$ cat src/nres_ram.sv
`timescale 1ns / 1ps
// ----------------------------------------------------------------------------
// nres_ram
// Generic simple dual-port RAM: one write port, one read port, registered read.
// ----------------------------------------------------------------------------
module nres_ram #(
	parameter int WIDTH = 8,
	parameter int DEPTH = 16,
	localparam int AW = (DEPTH > 1) ? $clog2(DEPTH) : 1
) (
	input  logic             clk,
	input  logic             we,
	input  logic [AW-1:0]    waddr,
	input  logic [WIDTH-1:0] wdata,
	input  logic             re,
	input  logic [AW-1:0]    raddr,
	output logic [WIDTH-1:0] rdata
);

	logic [WIDTH-1:0] mem_q [DEPTH];
	logic [WIDTH-1:0] rdata_q;

	always_ff @(posedge clk) begin
		if (we) begin
			mem_q[waddr] <= wdata;
		end
		if (re) begin
			rdata_q <= mem_q[raddr];
		end
	end

	assign rdata = rdata_q;

endmodule

$ cat config.mk
export PLATFORM = sky130hd
export DESIGN_NAME = nres_ram
export DESIGN_NICKNAME = d
export VERILOG_FILES = /design/src/nres_ram.sv
export SDC_FILE = /design/constraint.sdc
export NUM_CORES = 1
export LEC_CHECK = 0
export ABC_AREA = 1
export BUFFER_PORTS_ARGS = -buffer_cell sky130_fd_sc_hd__buf_2
export CAP_MARGIN = 30
export CORE_ASPECT_RATIO = 0.5
export CORE_MARGIN = 3
export CORE_UTILIZATION = 35
export CTS_CLUSTER_SIZE = 28
export DETAILED_ROUTE_END_ITERATION = 8
export PLACE_DENSITY = 0.6
export SLEW_MARGIN = 10
export SYNTH_ARGS = -nofsm -noshare
export SYNTH_HDL_FRONTEND = slang
export SYNTH_SLANG_ARGS = --single-unit
$ cat constraint.sdc
create_clock -name clk -period 2.7 [get_ports clk]
set_clock_uncertainty 0.1 [all_clocks]
set_input_delay 0.54 -clock clk [delete_from_list [all_inputs] [get_ports clk]]
set_output_delay 0.54 -clock clk [all_outputs]
set_load 0.02 [all_outputs]
[Word level (Yosys, flattened, before mapping)]
Memories as Yosys holds them, arrays and structs flattened. A register that Yosys moved wholly into a read port is not among the register bits.
Cells that the tools add are included.
Word-level totals
  flip-flop bits (word level): 0
  bits in writable memories: 128
  input port bits: 19
  output and inout port bits: 8
  word-level logic and storage cells: 3
  memories: 1
Operators by class
  mux-type cells: 2
Memories
  mem_q: depth 16, bits a word 8, rd ports 1, clocked after Yosys merged registers in 1, wr ports 1, line 20  | logic [WIDTH-1:0] mem_q [DEPTH];
Operators with widths (number)
  1-bit two-way mux: 2

[Depth between registers and ports, before layout]
  depth after elaboration: 2
  mapped depth: 8
  gate-level depth less buffers: 7

[Worst setup path after synthesis]
Ideal clock, no wire load.
  path type: input-to-reg
  start: input port waddr[2]
  end: memory mem_q[10][0], enable pin
  setup time: 370 ps
  arrival: 1121 ps
  required time: 2230 ps
  setup slack: 1109 ps
  cell stages on the path: 2
  buffers on the path: 0
  cells stage by stage: nand3b_1 > nor2_1
RTL lines
  from (decl): line 13  | input logic [AW-1:0] waddr,
  to (decl): line 20
No word-level cell before the write port.

==> impl_metrics.json <==
{
  "layout_worst_path_cycle_share_pct": 65.6,
  "switching_share_pct": 20.3,
  "area_growth_pct": 17.3,
  "cts_resized": 0,
  "grt_pass1_wl_um": 21300,
  "ys_ff_latch": 136,
  "crit_fanout": 64,
  "first_global_vias": 3657,
  "seq_power_share_pct": 46.7,
  "synth_common_cells": "nand2_1, edfxtp_1, inv_1",
  "synth_top_cell_by_area": "edfxtp_1",
  "postLayoutCellArea_um2": 6860,
  "clk_latency_ps": 410,
  "ys_seq_area_share_pct": 69.8,
  "cts-root-buf": "clkbuf_16",
  "clockBufferDepth": 2,
  "clkTransAtPathRegs_ps": 60,
  "die-area_um2": 18400,
  "cts-buffers-inserted": 17,
  "syn_nets": 570,
  "die_w_um": 189,
  "ctsHoldBuffers": 0,
  "ioPinCount": 27,
  "fin_crit_ps": 1770,
  "groute.usage.overall_pct": 15.4,
  "first_pass_iters": 4,
  "post-cts-setup-buffers": 0,
  "final_util_pct": 43.3,
  "worstSetupEndpointType": "flop",
  "ir_drop_v": 0.000514,
  "synth.area.top_cells": "edfxtp_1, nand2_1, nand3_1",
  "vias": 3871,
  "hpwl_um": 8310,
  "routedWlPerCell_um": 16.6,
  "synth_warnings": 0,
  "synth_top_flop_cell": "edfxtp_1",
  "p_leak_nw": 2.92,
  "power.net_switching_mw": 1.04,
  "grt_max_degree": 65,
  "drc_errors": 0,
  "p_per_area_nw_per_um2": 747,
  "post_dp_cell_area_um2": 6240,
  "rsz0062_at_grt": "false",
  "fp.dieH_um": 97.4,
  "worstPathArrival_ps": 1840,
  "finalSetupTns_ps": 0,
  "setup_viol": 0,
  "drv_cap": 0,
  "hold_viol": 0,
  "avgSynthCellArea_um2": 10.6,
  "initial_utilization_pct": 36.9,
  "async_flop_share_pct": 0,
  "antennaDiodeCount": 0,
  "maxSlewViolCount": 0,
  "synth.most_common_cell": "nand2_1",
  "syn_area_um2": 5850,
  "hold_path.class": "in -> reg",
  "routabilityCongestion": 0.773,
  "tightest_slew_ps": 741,
  "clock-sinks": 136,
  "port_buffers": 26,
  "yosysUniqueCellTypes": 11,
  "via_per_inst": 4.70,
  "worst_slack_ps": 928,
  "place_ws_ps": 514,
  "drive_gt1_share_pct": 11.8,
  "drt-total-wl_um": 13700,
  "p_int_mw": 4.08,
  "synth_edf_count": 136,
  "rows": 32,
  "pwr-share-clk_pct": 47.4,
  "cts_tree": "built",
  "antenna_found_initial": 0,
  "synthCells": 551,
  "cp.required_ps": 2760,
  "fmax_ghz": 0.564,
  "ant_nets": 0,
  "drtIter0Drc": 314,
  "htree_levels": 4,
  "grt_overflow": 0,
  "synth_top_area_share_pct": 69.8,
  "slew_headroom_pct": 50.4,
  "path_class": "in -> reg",
  "status": "finished clean",
  "startpoint_type": "primary input",
  "fp.coreArea_um2": 15900,
  "pwr-share-comb_pct": 5.9,
  "nets": 610
}
-- logic make-up (layout without fill, tap and decap cells) --
group                  after synthesis  count (layout)  synth area share (%)
DFF                                136             136                  69.8
buffers and inverters              126             178                  9.39
and+or+nand+nor                    289             289                  20.8
-- cell usage in the layout, fill, tap and decap left out --
cell and instances:
buf_12 1, buf_2 26, buf_4 18, bufinv_16 5, clkbuf_1 4, clkbuf_16 17
clkinv_1 3, clkinvlp_4 2, edfxtp_1 136, inv_1 100, inv_2 2, nand2_1 173
nand3_1 97, nand3b_1 2, nor2_1 17
-- worst paths after layout --
| check | startpoint | endpoint | slack, ps | depth (start not counted) |
|---|---|---|---|---|
| worst min-delay path | re | rdata[7] | 420 | 1 |
| worst max-delay path | raddr[0] | rdata[5] | 930 | 7 |
| worst min register to register | mem_q[10][7] | rdata[7] | 640 | 6 |
| worst max register to register | mem_q[5][5] | rdata[5] | 1380 | 6 |
-- through the flow --
stage / cells / power [mW] / hold WS [ps]
2_1_floorplan: 551 / 2.61 / 539
3_3_place_gp: 793 / 2.73 / 637
3_5_place_dp: 793 / 2.74 / 634
4_1_cts: 824 / 5.14 / 393
5_1_grt: 824 / 5.28 / 401
6_report: 824 / 5.12 / 416
-- power by group through the flow --
stage / clock network, mW / logic (mW) / registers, mW
2_1_floorplan: 0 / 0.167 / 2.45
3_3_place_gp: 0 / 0.296 / 2.44
3_5_place_dp: 0 / 0.298 / 2.44
4_1_cts: 2.45 / 0.301 / 2.40
5_1_grt: 2.55 / 0.333 / 2.40
6_report: 2.43 / 0.301 / 2.39
-- worst max-delay path, cell delays in order --
cell     delay [ps]
buf_2            90
buf_4           560
nand2_1         130
nand3_1         100
nand3_1         170
nand3_1         170
nand2_1          60
-- layer usage --
layer	share of wire (%)	global-route usage [%]	vias up
li1	-	-	1861
met1	45	21.2	1875
met2	47	24.5	125
met3	6.7	3.53	10
met4	0.91	5.03	0
met5	0	0	-
-- state kept, by name (all words and copies together) (netlist names) --
register,flops
mem_q,128
rdata,8
-- layout make-up --
cell class / instances / area, um2
Fill cell: 1476 / 9000
Sequential cell: 136 / 4080
Multi-Input combinational cell: 289 / 1210
Clock buffer: 21 / 440
Inverter: 102 / 383
Timing Repair Buffer: 45 / 285
Tap cell: 221 / 277
Clock inverter: 10 / 176
Note: power is estimated with default switching activity, not from simulation.
